[src/design/swsr_pkg.sv]
// Package: shared constants, command codes and controller/datapath link types.
package swsr_pkg;

    localparam int TABLE_ENTRIES = 16;
    localparam int IDX_W         = (TABLE_ENTRIES > 1) ? $clog2(TABLE_ENTRIES) : 1;
    localparam int CNT_W         = $clog2(TABLE_ENTRIES + 1) + 1;
    localparam int WORD_W        = 32;
    localparam int DIV_CNT_W     = $clog2(WORD_W);

    typedef enum logic [3:0] {
        CMD_READ     = 4'd0,
        CMD_ASSIGN   = 4'd1,
        CMD_ADD      = 4'd2,
        CMD_SUB      = 4'd3,
        CMD_MUL      = 4'd4,
        CMD_DIV      = 4'd5,
        CMD_MOD      = 4'd6,
        CMD_AND      = 4'd7,
        CMD_OR       = 4'd8,
        CMD_XOR      = 4'd9,
        CMD_SHR      = 4'd10,
        CMD_SHL      = 4'd11,
        CMD_PRE_INC  = 4'd12,
        CMD_PRE_DEC  = 4'd13,
        CMD_POST_INC = 4'd14,
        CMD_POST_DEC = 4'd15
    } cmd_t;

    localparam logic [1:0] STAT_OK      = 2'd0;
    localparam logic [1:0] STAT_DIVZERO = 2'd1;
    localparam logic [1:0] STAT_FULL    = 2'd2;

    // Controller to datapath
    typedef struct packed {
        logic load;
        logic scan_en;
        logic exec;
        logic div_start;
        logic div_load;
        logic commit;
    } ctl_cmd_t;

    // Datapath to controller
    typedef struct packed {
        logic scan_done;
        logic is_div;
        logic div_zero;
        logic div_done;
        logic out_busy;
    } ctl_stat_t;

endpackage

[src/design/swsr_if.sv]
// Interfaces: request and response channels with valid/ready handshake.
interface swsr_req_if;
    logic               valid;
    logic               ready;
    logic [3:0]         command;
    logic signed [31:0] element_index;
    logic signed [31:0] operand;

    modport source (output valid, command, element_index, operand, input ready);
    modport sink   (input valid, command, element_index, operand, output ready);
endinterface

interface swsr_rsp_if;
    logic               valid;
    logic               ready;
    logic signed [31:0] result_value;
    logic [1:0]         status;

    modport source (output valid, result_value, status, input ready);
    modport sink   (input valid, result_value, status, output ready);
endinterface

[src/design/swsr_ram.sv]
// Generic single-write, single-read RAM with registered read data.
module swsr_ram #(
    parameter int WIDTH = 32,
    parameter int DEPTH = 16
) (
    input  logic                                    clk,
    input  logic                                    we,
    input  logic [((DEPTH > 1) ? $clog2(DEPTH) : 1)-1:0] waddr,
    input  logic [WIDTH-1:0]                        wdata,
    input  logic [((DEPTH > 1) ? $clog2(DEPTH) : 1)-1:0] raddr,
    output logic [WIDTH-1:0]                        rdata
);

    logic [WIDTH-1:0] mem [DEPTH];

    // Write and registered read
    always_ff @(posedge clk)
    begin
        if (we)
        begin
            mem[waddr] <= wdata;
        end
        rdata <= mem[raddr];
    end

endmodule

[src/design/swsr_div.sv]
// Iterative signed divider: one quotient bit per cycle, truncating toward zero.
module swsr_div (
    input  logic                      clk,
    input  logic                      rst_n,
    input  logic                      start,
    input  logic signed [31:0]        dividend,
    input  logic signed [31:0]        divisor,
    output logic                      done,
    output logic [31:0]               quotient,
    output logic [31:0]               remainder
);
    import swsr_pkg::*;

    logic                 busy_reg, busy_next;
    logic                 done_reg, done_next;
    logic [DIV_CNT_W-1:0] cnt_reg, cnt_next;
    logic [WORD_W-1:0]    quo_reg, quo_next;
    logic [WORD_W-1:0]    rem_reg, rem_next;
    logic [WORD_W-1:0]    dmag_reg, dmag_next;
    logic                 qneg_reg, qneg_next;
    logic                 rneg_reg, rneg_next;
    logic [WORD_W:0]      trial;
    logic                 fits;

    assign trial = {rem_reg, quo_reg[WORD_W-1]};
    assign fits  = (trial >= {1'b0, dmag_reg});

    // Start on magnitudes, then shift and subtract once per cycle
    always_comb
    begin
        busy_next = busy_reg;
        done_next = 1'b0;
        cnt_next  = cnt_reg;
        quo_next  = quo_reg;
        rem_next  = rem_reg;
        dmag_next = dmag_reg;
        qneg_next = qneg_reg;
        rneg_next = rneg_reg;
        if (start)
        begin
            busy_next = 1'b1;
            cnt_next  = '0;
            rem_next  = '0;
            quo_next  = dividend[WORD_W-1] ? (~dividend + 1'b1) : dividend;
            dmag_next = divisor[WORD_W-1] ? (~divisor + 1'b1) : divisor;
            qneg_next = dividend[WORD_W-1] ^ divisor[WORD_W-1];
            rneg_next = dividend[WORD_W-1];
        end
        else if (busy_reg)
        begin
            rem_next = fits ? WORD_W'(trial - {1'b0, dmag_reg}) : trial[WORD_W-1:0];
            quo_next = {quo_reg[WORD_W-2:0], fits};
            cnt_next = cnt_reg + 1'b1;
            if (cnt_reg == DIV_CNT_W'(WORD_W - 1))
            begin
                busy_next = 1'b0;
                done_next = 1'b1;
            end
        end
    end

    always_ff @(posedge clk or negedge rst_n)
    begin
        if (!rst_n)
        begin
            busy_reg <= 1'b0;
            done_reg <= 1'b0;
            cnt_reg  <= '0;
        end
        else
        begin
            busy_reg <= busy_next;
            done_reg <= done_next;
            cnt_reg  <= cnt_next;
        end
    end

    always_ff @(posedge clk)
    begin
        quo_reg  <= quo_next;
        rem_reg  <= rem_next;
        dmag_reg <= dmag_next;
        qneg_reg <= qneg_next;
        rneg_reg <= rneg_next;
    end

    // Restore signs
    assign done      = done_reg;
    assign quotient  = qneg_reg ? (~quo_reg + 1'b1) : quo_reg;
    assign remainder = rneg_reg ? (~rem_reg + 1'b1) : rem_reg;

    a_done_after_busy: assert property (@(posedge clk) disable iff (!rst_n)
        done_reg |-> $past(busy_reg))
        else $error("divider done without a running division");
    a_no_busy_done: assert property (@(posedge clk) disable iff (!rst_n)
        !(done_reg && busy_reg))
        else $error("divider busy and done together");
    a_start_busy: assert property (@(posedge clk) disable iff (!rst_n)
        start |=> busy_reg)
        else $error("divider failed to start");

endmodule

[src/design/swsr_datapath.sv]
// Datapath: request registers, table scan, arithmetic unit, store update, response register.
module swsr_datapath (
    input  logic                   clk,
    input  logic                   rst_n,
    input  swsr_pkg::ctl_cmd_t     ctl,
    output swsr_pkg::ctl_stat_t    stat,
    input  logic [3:0]             req_command,
    input  logic signed [31:0]     req_element_index,
    input  logic signed [31:0]     req_operand,
    output logic                   rsp_valid,
    input  logic                   rsp_ready,
    output logic signed [31:0]     rsp_result_value,
    output logic [1:0]             rsp_status
);
    import swsr_pkg::*;

    cmd_t              cmd_reg;
    logic [WORD_W-1:0] key_reg, opd_reg, old_reg, nv_reg;
    logic [WORD_W-1:0] nv_comb, ret;
    logic [CNT_W-1:0]  addr_cnt_reg;
    logic              cmp_pend_reg;
    logic [IDX_W-1:0]  cmp_idx_reg, hit_idx_reg, free_idx_reg, wr_idx;
    logic              hit_reg, free_reg;
    logic [TABLE_ENTRIES-1:0] valid_reg;
    logic              scan_issue;
    logic [WORD_W-1:0] key_rdata, data_rdata;
    logic              ram_we;
    logic              div_done;
    logic [WORD_W-1:0] div_q, div_r;
    logic              out_valid_reg;
    logic [WORD_W-1:0] result_reg;
    logic [1:0]        status_reg;

    assign scan_issue = ctl.scan_en && (addr_cnt_reg < CNT_W'(TABLE_ENTRIES));
    assign wr_idx     = hit_reg ? hit_idx_reg : free_idx_reg;

    swsr_ram #(.WIDTH(WORD_W), .DEPTH(TABLE_ENTRIES)) u_key_ram (
        .clk   (clk),
        .we    (ram_we),
        .waddr (wr_idx),
        .wdata (key_reg),
        .raddr (addr_cnt_reg[IDX_W-1:0]),
        .rdata (key_rdata)
    );

    swsr_ram #(.WIDTH(WORD_W), .DEPTH(TABLE_ENTRIES)) u_data_ram (
        .clk   (clk),
        .we    (ram_we),
        .waddr (wr_idx),
        .wdata (nv_reg),
        .raddr (addr_cnt_reg[IDX_W-1:0]),
        .rdata (data_rdata)
    );

    swsr_div u_div (
        .clk       (clk),
        .rst_n     (rst_n),
        .start     (ctl.div_start),
        .dividend  (old_reg),
        .divisor   (opd_reg),
        .done      (div_done),
        .quotient  (div_q),
        .remainder (div_r)
    );

    // Capture request and run the table scan
    always_ff @(posedge clk or negedge rst_n)
    begin
        if (!rst_n)
        begin
            addr_cnt_reg <= '0;
            cmp_pend_reg <= 1'b0;
            hit_reg      <= 1'b0;
            free_reg     <= 1'b0;
        end
        else if (ctl.load)
        begin
            addr_cnt_reg <= '0;
            cmp_pend_reg <= 1'b0;
            hit_reg      <= 1'b0;
            free_reg     <= 1'b0;
        end
        else if (ctl.scan_en)
        begin
            cmp_pend_reg <= scan_issue;
            if (scan_issue)
            begin
                addr_cnt_reg <= addr_cnt_reg + 1'b1;
            end
            if (cmp_pend_reg)
            begin
                if (valid_reg[cmp_idx_reg] && !hit_reg && key_rdata == key_reg)
                begin
                    hit_reg <= 1'b1;
                end
                if (!valid_reg[cmp_idx_reg] && !free_reg)
                begin
                    free_reg <= 1'b1;
                end
            end
        end
    end

    always_ff @(posedge clk)
    begin
        if (ctl.load)
        begin
            cmd_reg <= cmd_t'(req_command);
            key_reg <= req_element_index;
            opd_reg <= req_operand;
            old_reg <= '0;
        end
        else if (ctl.scan_en && cmp_pend_reg)
        begin
            if (valid_reg[cmp_idx_reg] && !hit_reg && key_rdata == key_reg)
            begin
                hit_idx_reg <= cmp_idx_reg;
                old_reg     <= data_rdata;
            end
            if (!valid_reg[cmp_idx_reg] && !free_reg)
            begin
                free_idx_reg <= cmp_idx_reg;
            end
        end
        if (scan_issue)
        begin
            cmp_idx_reg <= addr_cnt_reg[IDX_W-1:0];
        end
        if (ctl.exec)
        begin
            nv_reg <= nv_comb;
        end
        else if (ctl.div_load)
        begin
            nv_reg <= (cmd_reg == CMD_DIV) ? div_q : div_r;
        end
    end

    // Apply the command to the old value
    always_comb
    begin
        unique case (cmd_reg)
            CMD_READ:     nv_comb = old_reg;
            CMD_ASSIGN:   nv_comb = opd_reg;
            CMD_ADD:      nv_comb = old_reg + opd_reg;
            CMD_SUB:      nv_comb = old_reg - opd_reg;
            CMD_MUL:      nv_comb = old_reg * opd_reg;
            CMD_DIV:      nv_comb = old_reg;
            CMD_MOD:      nv_comb = old_reg;
            CMD_AND:      nv_comb = old_reg & opd_reg;
            CMD_OR:       nv_comb = old_reg | opd_reg;
            CMD_XOR:      nv_comb = old_reg ^ opd_reg;
            CMD_SHR:      nv_comb = WORD_W'($signed(old_reg) >>> opd_reg[4:0]);
            CMD_SHL:      nv_comb = old_reg << opd_reg[4:0];
            CMD_PRE_INC:  nv_comb = old_reg + 1'b1;
            CMD_PRE_DEC:  nv_comb = old_reg - 1'b1;
            CMD_POST_INC: nv_comb = old_reg + 1'b1;
            CMD_POST_DEC: nv_comb = old_reg - 1'b1;
            default:      nv_comb = old_reg;
        endcase
    end

    assign ret = (cmd_reg == CMD_POST_INC || cmd_reg == CMD_POST_DEC) ? old_reg : nv_reg;

    // Write the store only for a non-read, non-faulting, non-zero value with a place to go
    assign ram_we = ctl.commit && !stat.div_zero && cmd_reg != CMD_READ
                    && nv_reg != '0 && (hit_reg || free_reg);

    always_ff @(posedge clk or negedge rst_n)
    begin
        if (!rst_n)
        begin
            valid_reg <= '0;
        end
        else if (ctl.commit && !stat.div_zero && cmd_reg != CMD_READ)
        begin
            if (nv_reg == '0)
            begin
                if (hit_reg)
                begin
                    valid_reg[hit_idx_reg] <= 1'b0;
                end
            end
            else if (!hit_reg && free_reg)
            begin
                valid_reg[free_idx_reg] <= 1'b1;
            end
        end
    end

    // Response register: hold until taken
    always_ff @(posedge clk or negedge rst_n)
    begin
        if (!rst_n)
        begin
            out_valid_reg <= 1'b0;
        end
        else if (ctl.commit)
        begin
            out_valid_reg <= 1'b1;
        end
        else if (rsp_ready)
        begin
            out_valid_reg <= 1'b0;
        end
    end

    always_ff @(posedge clk)
    begin
        if (ctl.commit)
        begin
            priority if (stat.div_zero)
            begin
                result_reg <= '0;
                status_reg <= STAT_DIVZERO;
            end
            else if (cmd_reg == CMD_READ)
            begin
                result_reg <= old_reg;
                status_reg <= STAT_OK;
            end
            else if (nv_reg != '0 && !hit_reg && !free_reg)
            begin
                result_reg <= '0;
                status_reg <= STAT_FULL;
            end
            else
            begin
                result_reg <= ret;
                status_reg <= STAT_OK;
            end
        end
    end

    assign rsp_valid        = out_valid_reg;
    assign rsp_result_value = result_reg;
    assign rsp_status       = status_reg;

    assign stat.scan_done = (addr_cnt_reg == CNT_W'(TABLE_ENTRIES)) && !cmp_pend_reg;
    assign stat.is_div    = (cmd_reg == CMD_DIV) || (cmd_reg == CMD_MOD);
    assign stat.div_zero  = stat.is_div && (opd_reg == '0);
    assign stat.div_done  = div_done;
    assign stat.out_busy  = out_valid_reg && !rsp_ready;

    a_commit_valid: assert property (@(posedge clk) disable iff (!rst_n)
        ctl.commit |=> out_valid_reg)
        else $error("response not raised after commit");
    a_fault_zero: assert property (@(posedge clk) disable iff (!rst_n)
        out_valid_reg && status_reg != STAT_OK |-> result_reg == '0)
        else $error("faulting response carries a nonzero value");
    a_no_overwrite: assert property (@(posedge clk) disable iff (!rst_n)
        ctl.commit |-> !stat.out_busy)
        else $error("commit over a pending response");

endmodule

[src/design/swsr_ctrl.sv]
// Controller: sequences accept, table scan, execute, divide wait and commit.
module swsr_ctrl (
    input  logic                   clk,
    input  logic                   rst_n,
    input  logic                   req_valid,
    output logic                   req_ready,
    output swsr_pkg::ctl_cmd_t     ctl,
    input  swsr_pkg::ctl_stat_t    stat
);
    import swsr_pkg::*;

    typedef enum logic [5:0] {
        S_IDLE   = 6'b000001,
        S_SCAN   = 6'b000010,
        S_EXEC   = 6'b000100,
        S_DIVW   = 6'b001000,
        S_COMMIT = 6'b010000,
        S_SPARE  = 6'b100000
    } state_t;

    state_t state_reg, state_next;

    // Next state and commands
    always_comb
    begin
        state_next = state_reg;
        ctl        = '0;
        req_ready  = 1'b0;
        unique case (state_reg)
            S_IDLE:
            begin
                req_ready = 1'b1;
                if (req_valid)
                begin
                    ctl.load   = 1'b1;
                    state_next = S_SCAN;
                end
            end
            S_SCAN:
            begin
                ctl.scan_en = 1'b1;
                if (stat.scan_done)
                begin
                    state_next = S_EXEC;
                end
            end
            S_EXEC:
            begin
                if (stat.is_div && !stat.div_zero)
                begin
                    ctl.div_start = 1'b1;
                    state_next    = S_DIVW;
                end
                else
                begin
                    ctl.exec   = 1'b1;
                    state_next = S_COMMIT;
                end
            end
            S_DIVW:
            begin
                if (stat.div_done)
                begin
                    ctl.div_load = 1'b1;
                    state_next   = S_COMMIT;
                end
            end
            S_COMMIT:
            begin
                if (!stat.out_busy)
                begin
                    ctl.commit = 1'b1;
                    state_next = S_IDLE;
                end
            end
            default:
            begin
                state_next = S_IDLE;
            end
        endcase
    end

    always_ff @(posedge clk or negedge rst_n)
    begin
        if (!rst_n)
        begin
            state_reg <= S_IDLE;
        end
        else
        begin
            state_reg <= state_next;
        end
    end

    a_onehot: assert property (@(posedge clk) disable iff (!rst_n)
        $onehot(state_reg))
        else $error("controller state not one-hot");
    a_load_scan: assert property (@(posedge clk) disable iff (!rst_n)
        ctl.load |=> state_reg == S_SCAN)
        else $error("accept not followed by scan");
    a_divload_div: assert property (@(posedge clk) disable iff (!rst_n)
        ctl.div_load |-> stat.is_div)
        else $error("divider result taken for a non-divide command");

endmodule

[src/design/sparse_word_store_rmw.sv]
// Sparse word store: request item in, looked up in a 16-entry key table,
// updated and answered with one response item.
// Channels: req carries command, element_index and operand; rsp carries
// result_value and status. Both use valid/ready; an item moves at a clock
// edge where both are high.
// Steps: accept, then a table scan through the key/data RAM read port,
// then execute and commit. Divide and modulo start the bit-serial divider
// in place of execute and wait for it before commit.
// One item is in work at a time; req.ready is high only between items.
// The response sits in an output register, so the next item is accepted
// while an earlier response is still waiting to be taken.
// A stalled rsp holds its item; a finished item waits in commit until the
// output register is free.
// Reset (rst_n low, asynchronous) empties the table by clearing the valid
// bits and drops any pending response; no clearing pass is needed.
module sparse_word_store_rmw (
    input  logic       clk,
    input  logic       rst_n,
    swsr_req_if.sink   req,
    swsr_rsp_if.source rsp
);
    import swsr_pkg::*;

    ctl_cmd_t  ctl;
    ctl_stat_t stat;

    swsr_ctrl u_ctrl (
        .clk       (clk),
        .rst_n     (rst_n),
        .req_valid (req.valid),
        .req_ready (req.ready),
        .ctl       (ctl),
        .stat      (stat)
    );

    swsr_datapath u_datapath (
        .clk               (clk),
        .rst_n             (rst_n),
        .ctl               (ctl),
        .stat              (stat),
        .req_command       (req.command),
        .req_element_index (req.element_index),
        .req_operand       (req.operand),
        .rsp_valid         (rsp.valid),
        .rsp_ready         (rsp.ready),
        .rsp_result_value  (rsp.result_value),
        .rsp_status        (rsp.status)
    );

endmodule
[src/flat_wrapper.sv]
// flat-port wrapper written by rule: the top's interface ports become plain ports
module sparse_word_store_rmw_flat import swsr_pkg::*;
  (clk, rst_n, req_valid, req_command, req_element_index, req_operand, req_ready, rsp_valid, rsp_result_value, rsp_status, rsp_ready);
  swsr_req_if req_i ();
  swsr_rsp_if rsp_i ();
  input  logic clk;
  input  logic rst_n;
  input wire logic [$bits(req_i.valid)-1:0] req_valid;
  input wire logic [$bits(req_i.command)-1:0] req_command;
  input wire logic [$bits(req_i.element_index)-1:0] req_element_index;
  input wire logic [$bits(req_i.operand)-1:0] req_operand;
  output wire logic [$bits(req_i.ready)-1:0] req_ready;
  output wire logic [$bits(rsp_i.valid)-1:0] rsp_valid;
  output wire logic [$bits(rsp_i.result_value)-1:0] rsp_result_value;
  output wire logic [$bits(rsp_i.status)-1:0] rsp_status;
  input wire logic [$bits(rsp_i.ready)-1:0] rsp_ready;
  assign req_i.valid = req_valid;
  assign req_i.command = req_command;
  assign req_i.element_index = req_element_index;
  assign req_i.operand = req_operand;
  assign req_ready = req_i.ready;
  assign rsp_valid = rsp_i.valid;
  assign rsp_result_value = rsp_i.result_value;
  assign rsp_status = rsp_i.status;
  assign rsp_i.ready = rsp_ready;
  sparse_word_store_rmw u_core (.clk(clk), .rst_n(rst_n), .req(req_i), .rsp(rsp_i));
endmodule
[config.mk]
export PLATFORM = sky130hd
export DESIGN_NAME = sparse_word_store_rmw_flat
export DESIGN_NICKNAME = d
export VERILOG_FILES = /design/src/design/swsr_pkg.sv /design/src/design/swsr_if.sv /design/src/design/swsr_ram.sv /design/src/design/swsr_div.sv /design/src/design/swsr_datapath.sv /design/src/design/swsr_ctrl.sv /design/src/design/sparse_word_store_rmw.sv /design/src/flat_wrapper.sv
export SDC_FILE = /design/constraint.sdc
export NUM_CORES = 2
export LEC_CHECK = 0
export ABC_AREA = 1
export BUFFER_PORTS_ARGS = -buffer_cell sky130_fd_sc_hd__buf_2
export CAP_MARGIN = 10
export CORE_ASPECT_RATIO = 1.1
export CORE_MARGIN = 8
export CORE_UTILIZATION = 65
export CTS_CLUSTER_DIAMETER = 50
export DETAILED_ROUTE_END_ITERATION = 16
export PLACE_DENSITY_LB_ADDON = 0.25
export SKIP_CTS_REPAIR_TIMING = 1
export SYNTH_ARGS = -nofsm -noshare
export SYNTH_HDL_FRONTEND = slang
export SYNTH_HIERARCHICAL = 1
export SYNTH_SLANG_ARGS = --single-unit
[constraint.sdc]
create_clock -name clk -period 15.3 [get_ports clk]
set_input_delay 1.53 -clock clk [delete_from_list [all_inputs] [get_ports clk]]
set_output_delay 1.53 -clock clk [all_outputs]
set_load 0.01 [all_outputs]
==> Word-level counts from Yosys, hierarchy flattened <==
Memory sizes are Yosys's and may differ from the RTL's. A register that Yosys moved wholly into a read port is not among the register bits.
Index checks and enable logic that the tools add are counted.
Widths: inputs -> output; s select.
{ "totals": {"ff_bits": 315, "ram_bits": 1024, "input_bits": 72, "output_inout_bits": 36, "wordCells": 211, "n_memories": 2} }
{ "classes": {"n_addsub": 11, "mul": 1, "n_lt_le_gt_ge": 7, "n_eq_ne": 28, "n_shift": 2, "n_mux": 68, "bitwise": 12, "n_reduce_logical": 53} }
{ "memory_table": {"columns": ["name", "words", "width", "rd", "rd_ports_with_merged_regs", "write_ports", "line_no", "text"], "rows": [
  ["u_core.u_datapath.u_data_ram.mem", 16, 32, 1, 1, 1, "swsr_ram.sv:14", "logic [WIDTH-1:0] mem [DEPTH];"],
  ["u_core.u_datapath.u_key_ram.mem", 16, 32, 1, 1, 1, "swsr_ram.sv:14", null]
]} }
{ "op_table": {"columns": ["cell", "count"], "rows": [
  ["$mux 32", 12],
  ["$pmux 32 s12", 1],
  ["$add 32x1->32 const B", 5],
  ["$not 32->32", 4],
  ["$logic_not 32->1", 2],
  ["$sub 32x32->32", 2],
  ["$mux 16", 3],
  ["$mux 6", 7],
  ["$mux 1", 34],
  ["$ge 33x32->1", 1],
  ["$add 32x32->32", 1],
  ["$and 32x32->32", 1],
  ["$eq 32x32->1", 1],
  ["$eq 4x4->1 const B", 8],
  ["$mul 32x32->32", 1],
  ["$or 32x32->32", 1],
  ["$reduce_bool 32->1", 1],
  ["$shl 32x5->32", 1],
  ["$sshr 32x5->32", 1],
  ["$sub 32x1->32 const B", 1],
  ["$xor 32x32->32", 1],
  ["$mux 31", 1],
  ["$pmux 6 s5", 1],
  ["$logic_and 1x1->1", 18],
  ["36 further kinds", 73]
]} }

==> Logic depth before layout (Yosys ltp) <==
{ "depth": {"ltp_word": 10, "ltp_mapped": 38, "depth_no_buf": 35} }

==> Modules after synthesis <==
The synthesis kept the hierarchy.
{ "modules_own_cells": {"columns": ["mod", "n_inst", "cells_per_inst", "area_each_um2", "seq_area_each_um2"], "rows": [
  ["swsr_ram", 2, 2120, 22730.6, 16015.4],
  ["swsr_datapath", 1, 4759, 34012.6, 5675.4],
  ["swsr_div", 1, 1644, 10283.6, 2797.7],
  ["swsr_ctrl", 1, 49, 342.8, 126.4]
]} }

==> Worst setup path after synthesis <==
No wires, ideal clock.
{ "synth_timing": {"path_type": "register to register", "start": "register u_core.u_datapath.opd_reg[2]", "end": "register u_core.u_datapath.nv_reg[26] (data pin)", "setup_ps": 256, "t_arrival_ps": 7449, "required_ps": 15044, "slack_ps": 7594, "stages_incl_launch_ff": 30, "n_path_buf": 5, "synth_period_minus_slack_ps": 7706, "path_cell_list": "edfxtp_1 buf_2 buf_2 buf_2 buf_1 buf_1 nand2_1 fa_1 fa_1 inv_1 fa_1 inv_1 fa_1 inv_1 fa_1 fa_1 fa_1 inv_1 fa_1 inv_1 ha_1 a21o_1 nor2_1 a21boi_0 nand3_1 or2_2 nand3_1 nand2_1 o21bai_1 nand2_1"} }
{ "synth_between": {"elab_chain_cells": 7, "elab_cells_between_ends": 13, "cone_classes": "2 x add/sub; 1 x mul; 2 x shift; 4 x mux; 4 x reduce/logical"} }
{ "synth_lines": {"columns": ["element", "line_no", "text"], "rows": [
  ["from (decl)", "swsr_datapath.sv:18", "logic [WORD_W-1:0] key_reg, opd_reg, old_reg, nv_reg;"],
  ["from (signal assigned)", "swsr_datapath.sv:110", "opd_reg <= req_operand;"],
  ["parallel branches: the longest is 6 deep, another holds $mul 32x32->32", null, null],
  ["$mux 32 (*)", "swsr_datapath.sv:129", "if (ctl.exec)"],
  ["to (signal assigned)", "swsr_datapath.sv:131", "nv_reg <= nv_comb;"],
  ["to (signal assigned)", "swsr_datapath.sv:135", "nv_reg <= (cmd_reg == CMD_DIV) ? div_q : div_r;"],
  ["to (decl)", "swsr_datapath.sv:18", null]
]} }
Mark *: on every way between the ends.
A chain may end at the register's enable or synchronous reset.

==> Worst setup path after layout <==
{ "layout_timing": {"start": "register u_core.u_datapath.opd_reg[10]", "end": "register u_core.u_datapath.nv_reg[31] (data pin)"} }
The elaborated chain is that of the path after synthesis.

==> run summary <==
The run finished with clean final reports. For this design the top-level I/O count stands at 108. Mean instance size in the synthesized netlist: 8.43 um^2. For this run, the share of the core covered by cells in the final layout is 70.6%. The number of sinks driven by the clock tree is 1,402, and the aggregate negative setup slack is 0 ns. The detail-routed via count per cell was 6.12; the number of buffer and inverter stages on the critical path was 8. In the final routed layout, each cell accounts on average for 25.1 um.

The library cells used most frequently in the layout, excluding fill and tap cells, are sky130_fd_sc_hd__nand2_1, sky130_fd_sc_hd__inv_1, sky130_fd_sc_hd__edfxtp_1, sky130_fd_sc_hd__nand3_1, sky130_fd_sc_hd__o21ai_0. The post-route minimum period works out to 7.84 ns. Clock tree synthesis inserted a total of 153 buffers. The later pin in the worst-skew pair is clocked with a latency of 0.83 ns. The congestion estimate from routability-driven global placement came to 1.08. The maximum cell stage delay along the critical path is 0.55 ns. The number of DRC violations after detailed routing is 0, and the number of global-route vias before repair is 74,800. The maximum number of pins on one net before global-route repair came out at 175.

Count of warnings emitted by yosys: 6. The cell at the slowest stage of the critical path is sky130_fd_sc_hd__fa_1. The number of buffer cells added on primary ports is 107. Max-cap violations in this run came to 0.

The floorplan step defined a core boundary enclosing 0.138 mm^2. The library cell used most frequently in the layout, excluding fill and tap cells, is sky130_fd_sc_hd__nand2_1. For the first-pass GRT wire length, the log shows 463,000 um. TritonCTS built the clock tree. The final route contains 77,100 vias. The slew at the pin closest to its max-slew limit is 1.35 ns, and the buffer levels on the longest clock path is 3.

The kind of critical path is flop to flop. Synthesis produced a netlist with a net count of 11,400. The synthesized design contains 1,236 enable-type register cells. Of all nets on the critical path, the largest fanout is 32. Across the VDD grid, the largest voltage drop is 163 uV.

The analysis attributes to cell leakage a power of 0.0466 uW. Global routing used 41.2% of the available tracks across all layers. Number of nets still failing antenna checks after routing: 0. The most used flip-flop cell after synthesis is sky130_fd_sc_hd__edfxtp_1. The run gives 0 as the setup violation total in the final timing report. Setup repair after global routing left no endpoint under its margin. The initial core utilization is 65.3%, and the final number of hold-violating endpoints is 0. The fraction of final layout cells with drive strength greater than 1 was 6.35%. The tools report the critical path data required time as 15.81 ns. The worst setup slack for register-to-register paths was 7.46 ns; the area of the mapped netlist was 0.0901 mm^2. The net count of the finished layout is 11,400. After layout, the worst path uses 51.2% of the clock period.

After floorplanning, the core was divided into 143 placement rows. The run gives 0.0391 mm^2 as the area of combinational cells with multiple inputs. The power density over the cells was 129 mW/mm^2.

In this run the worst hold path is classified as flop to flop. The die covers 0.151 mm^2. The post-synthesis sequential area ratio came out at 45.1%. The buffer type at the clock tree root was sky130_fd_sc_hd__clkbuf_16. The run gives 128 MHz as the highest achievable clock rate. The number of slew-limit violations in the final report is 0, and the length of the first detailed-routing pass in iterations is 8. The synthesized netlist contains 70 unique library cells. OpenSTA, run right after detailed placement, puts the worst setup slack at 7.65 ns. The number of antenna violations at the first check in global routing was 21.

The fraction of registers with async set/reset works out to 2.71%. For the smallest setup slack after layout, the log shows 7.46 ns. The tools report the critical path endpoint category as a flop.

The cell count after synthesis came out at 10,700. Clock skew on the completed layout was measured at 0.0719 ns. The largest registers in the layout are u_core/u_datapath/u_data_ram/mem x512, u_core/u_datapath/u_key_ram/mem x512. In this run the vertical extent of the chip is 406 um. The data arrival time of the critical path is 8.34 ns, and the DRC marker count from the first detailed-route iteration is 11,400.

The most repeated library cell on the critical path was sky130_fd_sc_hd__fa_1. Summed over all layers, the routed wires come to 316,000 um. Counting flops and latches in the post-synthesis netlist gives 1,402. The relative slew slack is 9.41%. The total overflow left after global routing is 0. Across the whole layout, storage elements account for 0.0406 mm^2. Summed over all nets, the half-perimeter wirelength after detailed placement is 207,000 um. STA classifies the critical path startpoint as a flop. The H-tree was split into 4 levels. The CTS clock-pin slew for the worst setup and hold paths works out to 0.06 ns. The critical path's top delay family is adder cells. From synthesis to final layout, the design area changed by 8.03%. Fill cells in the final layout number 10,200. The die is 371 um wide.
-- power by group --
group | switching, uW | internal (uW) | leakage, uW
registers | 333 | 4540 | 0.0126
clock network | 1630 | 2210 | 0.00255
logic | 2870 | 1010 | 0.0314
total | 4830 | 7760 | 0.0466
-- layout make-up --
class	instances	area share, %
flip-flops and latches	1402	41.8
diodes	7	0.0180
clock buffers	199	4.26
inverters	2156	8.34
repair buffers	290	1.97
multi-input cells	6647	40.2
clock inverters	86	1.16
well taps	1812	2.33
-- per-stage QoR --
step                power (uW)  cell area, um^2  hold WS, ns  cells
global route             13000            97300        0.517  12600
CTS                      12400            97300        0.498  12600
finish                   12600            97300        0.489  12600
detailed placement        8610            92000        0.481  12300
floorplan                 7340            90100        0.448  10700
global placement          8540            92000        0.472  12300
-- Yosys cell counts (all sizes together) (4+ instances only) --
cell	n	area share [%]
nor3b	4	0.033
a22o	9	0.087
ha	260	3.6
o211ai	38	0.32
nand3b	24	0.20
nor4	38	0.28
clkinv	8	0.033
edfxtp	1236	41
xnor2	44	0.43
a31oi	18	0.12
dfrtp	37	1.0
buf	295	2.1
nor2	445	2.0
nand4	62	0.44
o2111ai	15	0.15
a21oi	236	1.3
or2	44	0.31
a2111oi	5	0.049
o22ai	7	0.049
mux2i	12	0.13
a22oi	10	0.083
and2	7	0.049
a221oi	12	0.12
o21bai	9	0.075
a211oi	43	0.36
and3	4	0.028
dfxtp	128	2.8
nand3	1102	6.1
o21ai	510	2.8
nand2	3043	13
clkbuf	192	0.80
fa	410	9.1
a21o	12	0.10
o221ai	21	0.20
o21a	9	0.075
nor3	67	0.42
inv	2148	9.0
xor2	112	1.1
-- path summary, 6_finish.rpt --
kind	to	start	depth (start not counted)
min	u_core/u_datapath/valid_reg[4]	u_core/u_datapath/valid_reg[4]	2
max in group asynchronous	u_core/u_datapath/addr_cnt_reg[3]	rst_n	2
max	u_core/u_datapath/nv_reg[31]	u_core/u_datapath/opd_reg[10]	29
max reg2reg	u_core/u_datapath/nv_reg[31]	u_core/u_datapath/opd_reg[10]	29
min reg2reg	u_core/u_datapath/valid_reg[4]	u_core/u_datapath/valid_reg[4]	2
min in group asynchronous	u_core/u_datapath/rsp_valid	rst_n	2
-- metal layers --
metal | GRT usage, % | vias up | wire length, um
li1 | - | 33800 | -
met1 | 54.2 | 36500 | 115000
met2 | 62.0 | 5621 | 137000
met3 | 11.2 | 1212 | 42300
met4 | 23.3 | 8 | 21600
met5 | 0 | - | 54
-- tightest hold or removal path: cells and delay by family (launching register included) --
| family | cells | cell delay (ns) |
|---|---|---|
| flip-flops | 1 | 0.34 |
| AO/OA/AOI/OAI | 1 | 0.06 |
| AND/OR/NAND/NOR | 1 | 0.05 |
-- logic make-up (layout without fill, tap and decap cells) --
group	after synthesis	after routing	share of synthesized area (%)
simple gates	4842	4842	22.6
buf+inv	2643	2731	11.9
flops	1402	1402	45.1
compound gates	967	967	6.06
fa+ha+maj	670	670	12.7
xor+xnor	156	156	1.52
mux	12	12	0.133
other cells	0	7	0
No activity file was read; power rests on OpenSTA's default activity.
